--- config.mk ---
export PLATFORM = sky130hd
export DESIGN_NAME = clock_synth_divider_search
export DESIGN_NICKNAME = d
export VERILOG_FILES = /design/src/rtl/core/csds_pkg.sv /design/src/rtl/core/csds_serial_div.sv /design/src/rtl/core/clock_synth_divider_search.sv
export VERILOG_INCLUDE_DIRS = /design/src /design/src/rtl/core
export SDC_FILE = /design/constraint.sdc
export NUM_CORES = 1
export LEC_CHECK = 0
export BUFFER_PORTS_ARGS = -buffer_cell sky130_fd_sc_hd__buf_2
export CAP_MARGIN = 20
export CORE_MARGIN = 2
export CORE_UTILIZATION = 55
export DETAILED_ROUTE_END_ITERATION = 12
export PLACE_DENSITY = 0.83
export SYNTH_ARGS = -nofsm -noshare
export SYNTH_HDL_FRONTEND = slang
export SYNTH_SLANG_ARGS = --single-unit
--- constraint.sdc ---
create_clock -name clk -period 7.25 [get_ports clk]
set_input_delay 0.725 -clock clk [delete_from_list [all_inputs] [get_ports clk]]
set_output_delay 0.725 -clock clk [all_outputs]
set_load 0.02 [all_outputs]
--- src/rtl/core/clock_synth_divider_search_assert.svh ---
// Assertion macros for the synthesiser divider search RTL
`ifndef CLOCK_SYNTH_DIVIDER_SEARCH_ASSERT_SVH
`define CLOCK_SYNTH_DIVIDER_SEARCH_ASSERT_SVH

// same-cycle implication, checked out of reset
`define CSDS_ASSERT_IMP(lbl, ante, cons) \
    lbl: assert property (@(posedge clk) disable iff (!rst_n) (ante) |-> (cons)) \
        else $error("csds check failed");

// next-cycle implication, checked out of reset
`define CSDS_ASSERT_NXT(lbl, ante, cons) \
    lbl: assert property (@(posedge clk) disable iff (!rst_n) (ante) |=> (cons)) \
        else $error("csds check failed");

`endif

--- src/rtl/core/csds_pkg.sv ---
// Types, constants and divider tables of the synthesiser divider search
package csds_pkg;

    localparam int MUL_W  = 12;           // multiplier digit count (N1*HS)
    localparam int MCD_W  = 32;           // multiplicand width
    localparam int PROD_W = MUL_W + MCD_W;
    localparam int FRAC_W = 44;           // numerator scaled by 2^44
    localparam int DEN_W  = 48;
    localparam int DIV_STEPS = PROD_W + FRAC_W;
    localparam int RFREQ_W = 38;
    localparam int HS_LAST = 5;

    localparam logic [7:0] REG_HS_N1   = 8'd7;
    localparam logic [7:0] REG_N1_RF   = 8'd8;
    localparam logic [7:0] REG_RF_1    = 8'd9;
    localparam logic [7:0] REG_RF_2    = 8'd10;
    localparam logic [7:0] REG_RF_3    = 8'd11;
    localparam logic [7:0] REG_RF_4    = 8'd12;
    localparam logic [7:0] REG_FREEZE  = 8'd137;
    localparam logic [7:0] REG_CTRL    = 8'd135;
    localparam logic [7:0] FREEZE_ON   = 8'h10;
    localparam logic [7:0] FREEZE_OFF  = 8'h00;
    localparam logic [7:0] NEW_FREQ    = 8'h40;

    localparam logic [1:0] CFG_DCO_MIN = 2'd0;
    localparam logic [1:0] CFG_DCO_MAX = 2'd1;
    localparam logic [1:0] CFG_STARTUP = 2'd2;

    typedef struct packed {
        logic done;
        logic ovf;
    } div_stat_t;

    function automatic logic [3:0] hs_decode(input logic [2:0] code);
        case (code)
            3'd0:    hs_decode = 4'd4;
            3'd1:    hs_decode = 4'd5;
            3'd2:    hs_decode = 4'd6;
            3'd3:    hs_decode = 4'd7;
            3'd5:    hs_decode = 4'd9;
            3'd7:    hs_decode = 4'd11;
            default: hs_decode = 4'd0;
        endcase
    endfunction

    function automatic logic [2:0] hs_code_of(input logic [2:0] idx);
        case (idx)
            3'd0:    hs_code_of = 3'd0;
            3'd1:    hs_code_of = 3'd1;
            3'd2:    hs_code_of = 3'd2;
            3'd3:    hs_code_of = 3'd3;
            3'd4:    hs_code_of = 3'd5;
            default: hs_code_of = 3'd7;
        endcase
    endfunction

endpackage

--- src/rtl/core/csds_serial_div.sv ---
// Bit-serial restoring divider: floor(num * 2^44 / den) with overflow flag
module csds_serial_div
    import csds_pkg::*;
(
    input  logic                clk,
    input  logic                rst_n,
    input  logic                start,
    input  logic [PROD_W-1:0]   num,
    input  logic [DEN_W-1:0]    den,
    output div_stat_t           stat,
    output logic [DEN_W-1:0]    quo,
    output logic [DEN_W-1:0]    rem
);

    localparam int CNT_W = $clog2(DIV_STEPS);

    logic                busy_reg, busy_next;
    logic                done_reg, done_next;
    logic                ovf_reg, ovf_next;
    logic [CNT_W-1:0]    cnt_reg, cnt_next;
    logic [PROD_W-1:0]   num_reg, num_next;
    logic [DEN_W-1:0]    rem_reg, rem_next;
    logic [DEN_W-1:0]    quo_reg, quo_next;
    logic [DEN_W:0]      trial;
    logic                qbit;

    always_comb
    begin
        trial     = {rem_reg, num_reg[PROD_W-1]};
        qbit      = (trial >= {1'b0, den});
        busy_next = busy_reg;
        done_next = 1'b0;
        ovf_next  = ovf_reg;
        cnt_next  = cnt_reg;
        num_next  = num_reg;
        rem_next  = rem_reg;
        quo_next  = quo_reg;
        if (start)
        begin
            busy_next = 1'b1;
            ovf_next  = 1'b0;
            cnt_next  = '0;
            num_next  = num;
            rem_next  = '0;
            quo_next  = '0;
        end
        else if (busy_reg)
        begin
            num_next = {num_reg[PROD_W-2:0], 1'b0};
            rem_next = qbit ? DEN_W'(trial - {1'b0, den}) : trial[DEN_W-1:0];
            // a quotient bit pushed out of the top means it passed 2^48-1
            ovf_next = ovf_reg | quo_reg[DEN_W-1];
            quo_next = {quo_reg[DEN_W-2:0], qbit};
            cnt_next = cnt_reg + 1'b1;
            if (cnt_reg == CNT_W'(DIV_STEPS - 1))
            begin
                busy_next = 1'b0;
                done_next = 1'b1;
            end
        end
    end

    always_ff @(posedge clk or negedge rst_n)
    begin
        if (!rst_n)
        begin
            busy_reg <= 1'b0;
            done_reg <= 1'b0;
        end
        else
        begin
            busy_reg <= busy_next;
            done_reg <= done_next;
        end
    end

    always_ff @(posedge clk)
    begin
        ovf_reg <= ovf_next;
        cnt_reg <= cnt_next;
        num_reg <= num_next;
        rem_reg <= rem_next;
        quo_reg <= quo_next;
    end

    assign stat.done = done_reg;
    assign stat.ovf  = ovf_reg;
    assign quo       = quo_reg;
    assign rem       = rem_reg;

endmodule

--- src/rtl/core/clock_synth_divider_search.sv ---
// Top level: readback decoding, crystal derivation and divider search
//
// Input stream (s_*): one request per transfer. s_tuser = 0 carries a
// readback byte of device registers 7 to 12; s_tuser = 1 asks for a new
// output frequency. Output stream (m_*): register writes (m_tuser = 0) or a
// crystal frequency report (m_tuser = 1); m_tlast marks the last result of
// a request. Config port: cfg_we with cfg_addr 0/1/2 writes the DCO lower
// limit, DCO upper limit and startup frequency.
// Flow: readback bytes of registers 7 to 11 only update the code and RFREQ
// registers. Register 12 runs a bit-serial multiply (startup * N1 * HS) and
// a bit-serial divide by RFREQ to the report. A set request walks 6 x
// (N1_LIMIT/2 + 1) candidates, each through the same multiplier and, when
// its DCO frequency is in the limits, the divider; then 9 writes if one fits.
// One request is in flight at a time; the output register lets the next
// request be taken while the final result waits. A stalled m_tready holds
// the search at its emit step. Reset clears the codes, RFREQ, crystal
// frequency and limits to their defaults; no result is pending after reset.
module clock_synth_divider_search
    import csds_pkg::*;
#(
    parameter int N1_LIMIT = 128
)
(
    input  logic        clk,
    input  logic        rst_n,
    input  logic        s_tvalid,
    output logic        s_tready,
    input  logic [47:0] s_tdata,   // reg_addr[7:0], reg_value[15:8], target_freq_hz[47:16]
    input  logic        s_tuser,   // req_type
    output logic        m_tvalid,
    input  logic        m_tready,
    output logic [63:0] m_tdata,   // write_addr[7:0], write_data[15:8], crystal_freq[63:16]
    output logic        m_tuser,   // kind
    output logic        m_tlast,
    input  logic        cfg_we,
    input  logic [1:0]  cfg_addr,
    input  logic [32:0] cfg_data
);

    localparam logic [2:0] ST_IDLE = 3'd0;
    localparam logic [2:0] ST_CAND = 3'd1;
    localparam logic [2:0] ST_MUL  = 3'd2;
    localparam logic [2:0] ST_CHK  = 3'd3;
    localparam logic [2:0] ST_DIV  = 3'd4;
    localparam logic [2:0] ST_ADV  = 3'd5;
    localparam logic [2:0] ST_RPT  = 3'd6;
    localparam logic [2:0] ST_EMIT = 3'd7;

    localparam int MCNT_W = $clog2(MUL_W);

    // control
    logic [2:0]          state_reg, state_next;
    logic                srch_reg, srch_next;      // 1: search, 0: crystal derivation
    logic                found_reg, found_next;
    logic [2:0]          h_reg, h_next;
    logic [7:0]          n_reg, n_next;
    logic [3:0]          emit_reg, emit_next;
    logic [MCNT_W-1:0]   mcnt_reg, mcnt_next;
    logic                m_tvalid_reg, m_tvalid_next;

    // configuration and device state
    logic [32:0]         dco_min_reg, dco_max_reg;
    logic [31:0]         startup_reg;
    logic [2:0]          hs_reg, hs_next;
    logic [7:0]          n1_reg, n1_next;
    logic [RFREQ_W-1:0]  rfreq_reg, rfreq_next;
    logic [DEN_W-1:0]    xtal_reg, xtal_next;

    // datapath
    logic [31:0]         target_reg, target_next;
    logic [MCD_W-1:0]    mcand_reg, mcand_next;
    logic [MUL_W-1:0]    mpl_reg, mpl_next;
    logic [PROD_W-1:0]   acc_reg, acc_next;
    logic [DEN_W-1:0]    best_rem_reg, best_rem_next;
    logic [RFREQ_W-1:0]  best_rf_reg, best_rf_next;
    logic [2:0]          best_h_reg, best_h_next;
    logic [7:0]          best_n_reg, best_n_next;
    logic [63:0]         m_tdata_reg, m_tdata_next;
    logic                m_tuser_reg, m_tuser_next;
    logic                m_tlast_reg, m_tlast_next;

    logic                accept, out_free, div_start, dco_ok;
    logic [7:0]          in_addr, in_val, nn;
    logic [8:0]          n_plus;
    logic [RFREQ_W-1:0]  rf_shift;
    logic [DEN_W-1:0]    div_den, div_quo, div_rem;
    div_stat_t           div_stat;

    assign s_tready = (state_reg == ST_IDLE);
    assign accept   = s_tvalid & s_tready;
    assign out_free = ~m_tvalid_reg | m_tready;
    assign in_addr  = s_tdata[7:0];
    assign in_val   = s_tdata[15:8];
    assign rf_shift = {rfreq_reg[RFREQ_W-9:0], in_val};
    assign nn       = (n_reg == 8'd0) ? 8'd1 : n_reg;
    assign n_plus   = {1'b0, n_reg} + 9'd2;
    assign dco_ok   = (acc_reg >= PROD_W'(dco_min_reg)) && (acc_reg <= PROD_W'(dco_max_reg))
                      && (acc_reg != '0);
    assign div_den  = srch_reg ? xtal_reg : DEN_W'(rfreq_reg);
    assign div_start = ((state_reg == ST_MUL) && (mcnt_reg == MCNT_W'(MUL_W - 1)) && !srch_reg)
                       || ((state_reg == ST_CHK) && dco_ok);

    csds_serial_div u_div (
        .clk   (clk),
        .rst_n (rst_n),
        .start (div_start),
        .num   (acc_next),
        .den   (div_den),
        .stat  (div_stat),
        .quo   (div_quo),
        .rem   (div_rem)
    );

    always_comb
    begin
        state_next    = state_reg;
        srch_next     = srch_reg;
        found_next    = found_reg;
        h_next        = h_reg;
        n_next        = n_reg;
        emit_next     = emit_reg;
        mcnt_next     = mcnt_reg;
        hs_next       = hs_reg;
        n1_next       = n1_reg;
        rfreq_next    = rfreq_reg;
        xtal_next     = xtal_reg;
        target_next   = target_reg;
        mcand_next    = mcand_reg;
        mpl_next      = mpl_reg;
        acc_next      = acc_reg;
        best_rem_next = best_rem_reg;
        best_rf_next  = best_rf_reg;
        best_h_next   = best_h_reg;
        best_n_next   = best_n_reg;
        m_tvalid_next = m_tvalid_reg & ~m_tready;
        m_tdata_next  = m_tdata_reg;
        m_tuser_next  = m_tuser_reg;
        m_tlast_next  = m_tlast_reg;

        case (state_reg)
            ST_IDLE:
            begin
                if (accept && !s_tuser)
                begin
                    case (in_addr)
                        REG_HS_N1:
                        begin
                            hs_next = in_val[7:5];
                            n1_next = {1'b0, in_val[4:0], 2'b00};
                        end
                        REG_N1_RF:
                        begin
                            n1_next    = n1_reg | {6'd0, in_val[7:6]};
                            rfreq_next = RFREQ_W'(in_val[5:0]);
                        end
                        REG_RF_1, REG_RF_2, REG_RF_3:
                            rfreq_next = rf_shift;
                        REG_RF_4:
                        begin
                            rfreq_next = rf_shift;
                            if (rf_shift != '0)
                            begin
                                // startup * N1 * HS, then the divide by RFREQ
                                srch_next  = 1'b0;
                                mcand_next = startup_reg;
                                mpl_next   = MUL_W'({1'b0, n1_reg} + 9'd1)
                                             * MUL_W'(hs_decode(hs_reg));
                                acc_next   = '0;
                                mcnt_next  = '0;
                                state_next = ST_MUL;
                            end
                        end
                        default:
                            ;
                    endcase
                end
                else if (accept && s_tuser && (xtal_reg != '0))
                begin
                    srch_next   = 1'b1;
                    found_next  = 1'b0;
                    h_next      = '0;
                    n_next      = '0;
                    target_next = s_tdata[47:16];
                    state_next  = ST_CAND;
                end
            end
            ST_CAND:
            begin
                mcand_next = target_reg;
                mpl_next   = MUL_W'(nn) * MUL_W'(hs_decode(hs_code_of(h_reg)));
                acc_next   = '0;
                mcnt_next  = '0;
                state_next = ST_MUL;
            end
            ST_MUL:
            begin
                // MSB-first shift-and-add, one multiplier bit per cycle
                acc_next  = {acc_reg[PROD_W-2:0], 1'b0}
                            + (mpl_reg[MUL_W-1] ? PROD_W'(mcand_reg) : '0);
                mpl_next  = {mpl_reg[MUL_W-2:0], 1'b0};
                mcnt_next = mcnt_reg + 1'b1;
                if (mcnt_reg == MCNT_W'(MUL_W - 1))
                    state_next = srch_reg ? ST_CHK : ST_DIV;
            end
            ST_CHK:
                state_next = dco_ok ? ST_DIV : ST_ADV;
            ST_DIV:
            begin
                if (div_stat.done)
                begin
                    if (!srch_reg)
                    begin
                        xtal_next  = div_stat.ovf ? '1 : div_quo;
                        state_next = ST_RPT;
                    end
                    else
                    begin
                        // later candidate wins on an equal remainder
                        if (!div_stat.ovf && (div_quo[DEN_W-1:RFREQ_W] == '0)
                            && (!found_reg || (div_rem <= best_rem_reg)))
                        begin
                            found_next    = 1'b1;
                            best_rem_next = div_rem;
                            best_rf_next  = div_quo[RFREQ_W-1:0];
                            best_h_next   = hs_code_of(h_reg);
                            best_n_next   = nn - 8'd1;
                        end
                        state_next = ST_ADV;
                    end
                end
            end
            ST_ADV:
            begin
                if (n_plus > 9'(N1_LIMIT))
                begin
                    n_next = '0;
                    if (h_reg == 3'(HS_LAST))
                    begin
                        emit_next  = '0;
                        state_next = found_reg ? ST_EMIT : ST_IDLE;
                    end
                    else
                    begin
                        h_next     = h_reg + 3'd1;
                        state_next = ST_CAND;
                    end
                end
                else
                begin
                    n_next     = n_plus[7:0];
                    state_next = ST_CAND;
                end
            end
            ST_RPT:
            begin
                if (out_free)
                begin
                    m_tvalid_next = 1'b1;
                    m_tuser_next  = 1'b1;
                    m_tlast_next  = 1'b1;
                    m_tdata_next  = {xtal_reg, 16'd0};
                    state_next    = ST_IDLE;
                end
            end
            ST_EMIT:
            begin
                if (out_free)
                begin
                    m_tvalid_next = 1'b1;
                    m_tuser_next  = 1'b0;
                    m_tlast_next  = (emit_reg == 4'd8);
                    case (emit_reg)
                        4'd0: m_tdata_next = {48'd0, FREEZE_ON, REG_FREEZE};
                        4'd1: m_tdata_next = {48'd0, best_h_reg, best_n_reg[6:2], REG_HS_N1};
                        4'd2: m_tdata_next = {48'd0, best_n_reg[1:0], best_rf_reg[37:32],
                                              REG_N1_RF};
                        4'd3: m_tdata_next = {48'd0, best_rf_reg[31:24], REG_RF_1};
                        4'd4: m_tdata_next = {48'd0, best_rf_reg[23:16], REG_RF_2};
                        4'd5: m_tdata_next = {48'd0, best_rf_reg[15:8], REG_RF_3};
                        4'd6: m_tdata_next = {48'd0, best_rf_reg[7:0], REG_RF_4};
                        4'd7: m_tdata_next = {48'd0, FREEZE_OFF, REG_FREEZE};
                        default: m_tdata_next = {48'd0, NEW_FREQ, REG_CTRL};
                    endcase
                    emit_next = emit_reg + 4'd1;
                    if (emit_reg == 4'd8)
                        state_next = ST_IDLE;
                end
            end
            default:
                state_next = ST_IDLE;
        endcase
    end

    always_ff @(posedge clk or negedge rst_n)
    begin
        if (!rst_n)
        begin
            state_reg    <= ST_IDLE;
            srch_reg     <= 1'b0;
            found_reg    <= 1'b0;
            m_tvalid_reg <= 1'b0;
            dco_min_reg  <= 33'd4850000000;
            dco_max_reg  <= 33'd5670000000;
            startup_reg  <= 32'd100000000;
            hs_reg       <= '0;
            n1_reg       <= '0;
            rfreq_reg    <= '0;
            xtal_reg     <= '0;
        end
        else
        begin
            state_reg    <= state_next;
            srch_reg     <= srch_next;
            found_reg    <= found_next;
            m_tvalid_reg <= m_tvalid_next;
            hs_reg       <= hs_next;
            n1_reg       <= n1_next;
            rfreq_reg    <= rfreq_next;
            xtal_reg     <= xtal_next;
            if (cfg_we)
            begin
                case (cfg_addr)
                    CFG_DCO_MIN: dco_min_reg <= cfg_data;
                    CFG_DCO_MAX: dco_max_reg <= cfg_data;
                    CFG_STARTUP: startup_reg <= cfg_data[31:0];
                    default:     ;
                endcase
            end
        end
    end

    always_ff @(posedge clk)
    begin
        h_reg        <= h_next;
        n_reg        <= n_next;
        emit_reg     <= emit_next;
        mcnt_reg     <= mcnt_next;
        target_reg   <= target_next;
        mcand_reg    <= mcand_next;
        mpl_reg      <= mpl_next;
        acc_reg      <= acc_next;
        best_rem_reg <= best_rem_next;
        best_rf_reg  <= best_rf_next;
        best_h_reg   <= best_h_next;
        best_n_reg   <= best_n_next;
        m_tdata_reg  <= m_tdata_next;
        m_tuser_reg  <= m_tuser_next;
        m_tlast_reg  <= m_tlast_next;
    end

    assign m_tvalid = m_tvalid_reg;
    assign m_tdata  = m_tdata_reg;
    assign m_tuser  = m_tuser_reg;
    assign m_tlast  = m_tlast_reg;

`include "clock_synth_divider_search_assert.svh"

    // the divider is never started against a zero divisor
    `CSDS_ASSERT_IMP(a_div_den_nonzero, div_start, div_den != '0)
    // writes are only emitted once a candidate has qualified
    `CSDS_ASSERT_IMP(a_emit_found, state_reg == ST_EMIT, found_reg)
    // a crystal report is always the single, final result of its request
    `CSDS_ASSERT_IMP(a_report_last, m_tvalid && m_tuser, m_tlast)
    // leaving the emit step means the new-frequency write went out
    `CSDS_ASSERT_NXT(a_emit_end, (state_reg == ST_EMIT) && out_free && (emit_reg == 4'd8),
                     m_tvalid && m_tlast && (state_reg == ST_IDLE))

endmodule
==> results of run 1 <==
power breakdown:
part / switching [W] / internal (W) / total (W)
Clock: 0.00151 / 0.00215 / 0.00367
Sequential: 0.000674 / 0.00486 / 0.00553
Combinational: 0.00340 / 0.00237 / 0.00576
Total: 0.00559 / 0.00937 / 0.0150
cell families after synthesis:
family	synth area share (%)
AOI/OAI and AO/OA	12.93
xor gates and xnor gates	3.051
adders and majority gates	10.15
buffers and inverters	4.099
DFF	48.88
muxes	6.624
other	0.02162
and+or+nand+nor	14.25
final cells by class:
class	instances	area, um^2	share of cell area (%)
Clock buffer	91	1922	4.980
Clock inverter	37	454.2	1.177
Inverter	197	739.5	1.916
Multi-Input combinational cell	2366	16410	42.52
Sequential cell	647	16990	44.01
Tap cell	846	1059	2.743
Timing Repair Buffer	182	1025	2.655
metal layers:
metal  GRT usage [%]  vias up
met5               0        -
met4           9.150        2
met3           4.216      180
met2           41.94      924
met1           34.01    12418
li1                -    12181
cells in the final DEF (no fill, tap or decap), types with 27 or more instances in the layout:
cell type	netlist	routed
a211oi_1	57	57
a21o_1	50	50
a21oi_1	223	223
a22o_1	37	37
and2_1	116	116
buf_2	13	152
buf_4	10	27
clkbuf_16	0	71
dfrtp_1	167	165
dfstp_2	35	35
dfxtp_1	148	148
edfxtp_1	297	297
fa_1	28	28
ha_1	237	237
inv_1	195	195
mux2_2	118	118
mux2i_1	96	96
nand2_1	324	324
nand3_1	58	57
nand4_1	49	49
nor2_1	340	337
nor4_1	38	38
o21ai_0	148	148
xnor2_1	71	71
xor2_1	50	50
worst max-delay path by stage:
stage	from	end	slack (ns)	cells after the start
3_5_place_dp	h_reg[0]$_SDFFCE_PN0P_	mpl_reg[11]$_DFFE_PP_	2.06	20
2_1_floorplan	best_rem_reg[17]$_DFFE_PP_	best_h_reg[0]$_DFFE_PP_	0.88	12
5_1_grt	h_reg[0]$_SDFFCE_PN0P_	mpl_reg[11]$_DFFE_PP_	1.60	20
4_1_cts	h_reg[0]$_SDFFCE_PN0P_	mpl_reg[11]$_DFFE_PP_	2.04	20
3_3_place_gp	h_reg[0]$_SDFFCE_PN0P_	mpl_reg[11]$_DFFE_PP_	2.26	20
6_report	h_reg[0]$_SDFFCE_PN0P_	mpl_reg[11]$_DFFE_PP_	2.02	20
metrics by stage:
| step | hold slack, ns | total power [W] | instance area [um^2] | utilization [%] |
|---|---|---|---|---|
| 6_report | 0.1008 | 0.01496 | 38590 | 61.51 |
| 5_1_grt | 0.1510 | 0.01590 | 38590 | 61.51 |
| 4_1_cts | 0.1225 | 0.01495 | 38540 | 61.44 |
| 3_5_place_dp | 0.4628 | 0.01122 | 36170 | 57.65 |
| 3_3_place_gp | 0.4545 | 0.01106 | 36170 | 57.65 |
| 2_1_floorplan | 0.4268 | 0.009809 | 34750 | - |
worst reg2reg max path, delay by kind of cell, from the launching register on:
kind / cells / cell delay (ns)
buffers and inverters: 4 / 0.62
adders and majority gates: 4 / 1.58
xor gates and xnor gates: 1 / 0.17
and+or+nand+nor: 2 / 0.35
AOI/OAI and AO/OA: 9 / 1.75
DFF: 1 / 0.46
==> results.toml, run 1 <==
[clock_tree]
cts_num_sinks = 647
clock_latency_ns = 0.63
cts_tree = "built"
holdBufCountCts = 0
htreeDepth = 3
root_buffer = "clkbuf_16"
ctsResizeCount = 0
post_cts_buffers = 0
path_clk_slew_ns = 0.06
cts_buffer_depth = 3
numCtsBuffers = 69

[critical_path]
crit_family = "compound AO/OA/AOI/OAI gates"
r2r-end = "mpl_reg[11]$_DFFE_PP_"
critical_path.max_stage_delay_ns = 0.53
r2r_setup_slack_ns = 2.02
cp_data_required_time_ns = 7.58
path_buf_inv = 4
startpoint_type = "register"
path_cells = "inv_1, ha_1, nor2_1, a21oi_1, clkinv_1, and2_1, fa_1, inv_1, fa_1, inv_1, ha_1, a21oi_1, o21bai_1, a21oi_1, o21bai_1, a21oi_1, o21bai_1, a21oi_1, xor2_1, o221ai_1"
r2r-start = "h_reg[0]$_SDFFCE_PN0P_"
crit_slowest_cell = "fa_1"
crit_fanout = 10
reg2reg_depth = 20
path_class = "register to register"
end_kind = "register"
worst_ep_arrival_time_ns = 5.56
crit_top_cell = "a21oi_1"

[final_layout]
final_cells = 4366
area_growth_pct = 11.09
antennaDiodeCount = 0
drive_above_1_share_pct = 13.81
nFillCells = 4867
fin_nets = 3817
largest_reg_flops = 61

[floorplanning]
io_pins = 157
die_area_um2 = 65190
start_util_pct = 55.37
rows = 92
die-width_um = 255.3
die_height_um = 255.3
core_um2 = 62740

[sta]
fin_crit_sh_pct = 72.08
slew_viol_final = 0
max_slew_margin_pct = 24.75
timing.final.hold_violations = 0
tightest_slew_ns = 1.129
setup_ws_ns = 2.024
setup_tns_ns = 0
clock.fmax_mhz = 191.3
rsz0062_at_grt = "false"
setup_viol = 0
layout_min_cycle_time_ns = 5.226
worst_clock_skew_ns = 0.02698

[drt]
ant_nets = 0
via_count = 25705
dr.pass1.iters = 7
top_layer = "met5"
vias_per_cell = 5.888
wl_met1_mm = 35.27
routed_wl_mm = 83.56
wl_met3_mm = 5.912
drt_iter0_markers = 2325
wl_per_cell_um = 19.14
wl_met2_mm = 39.56
drc = 0

[placed_design]
placedCellCount = 4236
place_ws_ns = 2.061
hpwl_mm = 58.33
gp_congestion = 0.9529
io_buffers = 153

[logic_synthesis]
yosys_warnings = 0
yosysMostFrequentCell = "nor2_1"
syn_area_um2 = 34740
synth_common_cells = "nor2_1 (340), nand2_1 (324), edfxtp_1 (297), ha_1 (237), a21oi_1 (223)"
synth_edf_count = 297
synthTopCellsByArea = "edfxtp_1 (26%), dfrtp_1 (12%), ha_1 (8.5%), dfxtp_1 (8.5%), mux2_2 (3.8%)"
synth_top_area_cell = "edfxtp_1"
synth_sequential_area_ratio_pct = 48.88
netlist.area_leader.share_pct = 25.67
synth_cells = 3366
postSynth.asyncResetShare_pct = 31.22
synth_seq_cells = 647
ys_types = 90
avgSynthCellArea_um2 = 10.32
synth-main-ff-cell = "edfxtp_1"

[global_routing]
track_usage_pct = 25.45
gr-total-overflow = 0
grt_start_max_net_pins = 100
antenna_found_initial = 1
grt_first_pass_wirelength_mm = 134.7
grt_pass1_vias = 25227

[run]
cap_violations = 0

[outcome]
status = "finished clean"

[worst_hold_path]
hold_path.class = "primary input to async pin"

[pwr]
max-vdd-ir-drop_mv = 0.2942
p_leak_nw = 16.56
power_per_cell_area_nw_per_um2 = 387.7
Power figures use the tool's default switching activity.
==> run 2, diff against run 1 <==
--- a/config.mk
+++ b/config.mk
@@ -6,6 +6,7 @@
 export SDC_FILE = /design/constraint.sdc
 export NUM_CORES = 1
 export LEC_CHECK = 0
+export ABC_AREA = 1
 export BUFFER_PORTS_ARGS = -buffer_cell sky130_fd_sc_hd__buf_2
 export CAP_MARGIN = 20
 export CORE_MARGIN = 2
==> constraint.sdc (replaced) <==
create_clock -name clk -period 5.01 [get_ports clk]
set_input_delay 0.501 -clock clk [delete_from_list [all_inputs] [get_ports clk]]
set_output_delay 0.501 -clock clk [all_outputs]
set_load 0.02 [all_outputs]
==> results.toml, run 2 <==
[outcome]
status = "finished clean"

[global_routing]
gr-total-overflow = 0
grt_first_pass_wirelength_mm = 171.4
track_usage_pct = 30.22
grt_pass1_vias = 32655
grt_start_max_net_pins = 149
antenna_found_initial = 4

[logic_synthesis]
synth_seq_cells = 647
syn_area_um2 = 38490
yosys_warnings = 0
synth_top_area_cell = "edfxtp_1"
yosysMostFrequentCell = "nand2_1"
synth_sequential_area_ratio_pct = 44.11
synth_common_cells = "nand2_1 (1646), inv_1 (878), o21ai_0 (328), nor2_1 (311), edfxtp_1 (297)"
synthTopCellsByArea = "edfxtp_1 (23%), nand2_1 (16%), dfrtp_1 (11%), inv_1 (8.6%), ha_1 (7.7%)"
synth-main-ff-cell = "edfxtp_1"
ys_types = 56
postSynth.asyncResetShare_pct = 31.22
synth_cells = 5105
synth_edf_count = 297
avgSynthCellArea_um2 = 7.540
netlist.area_leader.share_pct = 23.17

[drt]
drc = 0
vias_per_cell = 5.482
routed_wl_mm = 108.2
wl_per_cell_um = 17.45
drt_iter0_markers = 3220
via_count = 33998
dr.pass1.iters = 7
ant_nets = 0

[clock_tree]
clock_latency_ns = 0.65
numCtsBuffers = 69
path_clk_slew_ns = 0.06
cts_num_sinks = 647
root_buffer = "clkbuf_16"
cts_tree = "built"
cts_buffer_depth = 3
htreeDepth = 3
post_cts_buffers = 0

[final_layout]
layout_common_cells = "nand2_1 (1645), inv_1 (877), o21ai_0 (328)"
largest_reg_flops = 61
mostFrequentLayoutCell = "nand2_1"
drive_above_1_share_pct = 7.005
nFillCells = 6120
final_cells = 6202
fin_nets = 5565
fin_util_pct = 61.48
area_growth_pct = 10.13

[critical_path]
crit_fanout = 6
worst_ep_arrival_time_ns = 4.72
startpoint_type = "register"
cp_data_required_time_ns = 5.40
crit_start = "h_reg[0]$_SDFFCE_PN0P_"
end_kind = "register"
r2r-start = "h_reg[0]$_SDFFCE_PN0P_"
path_class = "register to register"

[floorplanning]
rows = 96
core_um2 = 68950
start_util_pct = 55.83
io_pins = 157
die_area_um2 = 72120
die-width_um = 268.5
die_height_um = 268.5

[pwr]
power_frac_comb_pct = 44.5
p_seq_share_pct = 33.8
p_switching_w = 0.01030
power_per_cell_area_nw_per_um2 = 562.9
sw_frac_of_total_pct = 43.17
p_clk_share_pct = 21.7
intPower_w = 0.01356
max-vdd-ir-drop_mv = 0.3539
p_leak_nw = 21.25

[placed_design]
hpwl_mm = 80.74
placedCellCount = 6068
io_buffers = 153
gp_congestion = 1.038
place_ws_ns = 0.7436

[sta]
slew_viol_final = 0
rsz0062_at_grt = "false"
setup_viol = 0
layout_min_cycle_time_ns = 4.339
tightest_slew_ns = 1.021
fin_crit_sh_pct = 86.61
setup_ws_ns = 0.6708
setup_tns_ns = 0
max_slew_margin_pct = 31.78
clock.fmax_mhz = 230.5
timing.final.hold_violations = 0
worst_clock_skew_ns = 0.04358

[worst_hold_path]
hp-start = "s_tdata[43]"
hold_path.class = "primary input to register"

[run]
cap_violations = 0
[run 2: cell type report]
class                   count  area [um^2]  share of cell area (%)
clock buffers             101         1993                   4.702
inverters                 888         3333                   7.863
flip-flops and latches    647        16980                   40.06
repair buffers            190         1105                   2.606
diodes                      3        7.507                 0.01771
multi-input cells        3415        17510                   41.31
well taps                 931         1165                   2.748
clock inverters            27        294.0                  0.6936
[run 2: layer usage]
metal / up-vias / share of wire (%) / track usage [%]
met3: 301 / 7.2 / 4.347
met2: 1361 / 47 / 51.07
met4: 2 / 5.3 / 14.80
met1: 15782 / 40 / 38.08
met5: - / 0.010 / 0
li1: 16552 / - / -
[run 2: path summary, 6_finish.rpt]
path | slack [ns] | depth (start not counted) | end
min in group asynchronous | 0.54 | 2 | dco_min_reg[28]$_DFFE_PN0P_
min | 0.05 | 1 | target_reg[27]$_DFFE_PP_
max | 0.67 | 21 | mpl_reg[10]$_DFFE_PP_
max reg2reg | 0.67 | 21 | mpl_reg[10]$_DFFE_PP_
max in group asynchronous | 3.12 | 3 | srch_reg$_DFFE_PN0P_
min reg2reg | 0.48 | 2 | u_div.quo[44]$_SDFFE_PN0P_
[run 2: cell families (layout without fill, tap and decap cells)]
kind of cell,Yosys count,in the layout,share of synthesized area [%]
and+or+nand+nor,2431,2431,25.95
buffers and inverters,1047,1206,10.59
AOI/OAI and AO/OA,672,672,9.225
DFF,647,647,44.11
adders and majority gates,265,265,9.160
xor gates and xnor gates,40,40,0.9102
other,2,9,0.01951
muxes,1,1,0.02925
[run 2: per-stage QoR]
stage          hold slack (ns)  power [W]  instance area [um^2]
6_report               0.04643    0.02386                 42390
2_1_floorplan           0.2054    0.01561                 38510
3_3_place_gp            0.4646    0.01827                 40060
4_1_cts                0.02093    0.02378                 42350
3_5_place_dp            0.4628    0.01852                 40060
5_1_grt                0.02052    0.02568                 42380
[run 2: power by group through the flow]
stage               registers [W]  clock network [W]  logic, W
floorplan                 0.00782                  0   0.00779
global placement          0.00809                  0    0.0102
detailed placement        0.00814                  0    0.0104
CTS                       0.00804            0.00523    0.0105
global route              0.00820            0.00544    0.0120
finish                    0.00807            0.00518    0.0106
[run 2: what timing repair did]
action,CTS,global route
endpoints found under the hold margin,4,0
hold buffers,1,0
gates resized for setup,0,0
[run 2: critical path, stage by stage (launching register included)]
cell and delay, ns:
edfxtp_1 0.45, ha_1 0.27, ha_1 0.20, a21oi_1 0.10, o21ai_0 0.21, inv_1 0.24
nor2_1 0.08, fa_1 0.49, inv_1 0.06, fa_1 0.53, inv_1 0.05, ha_1 0.33
a21oi_1 0.16, nand2_1 0.08, nand2_1 0.08, nand2_1 0.06, a21oi_1 0.15, nor2_1 0.07
o21ai_0 0.20, nand3b_1 0.11, nand3_1 0.09, nand3_1 0.07
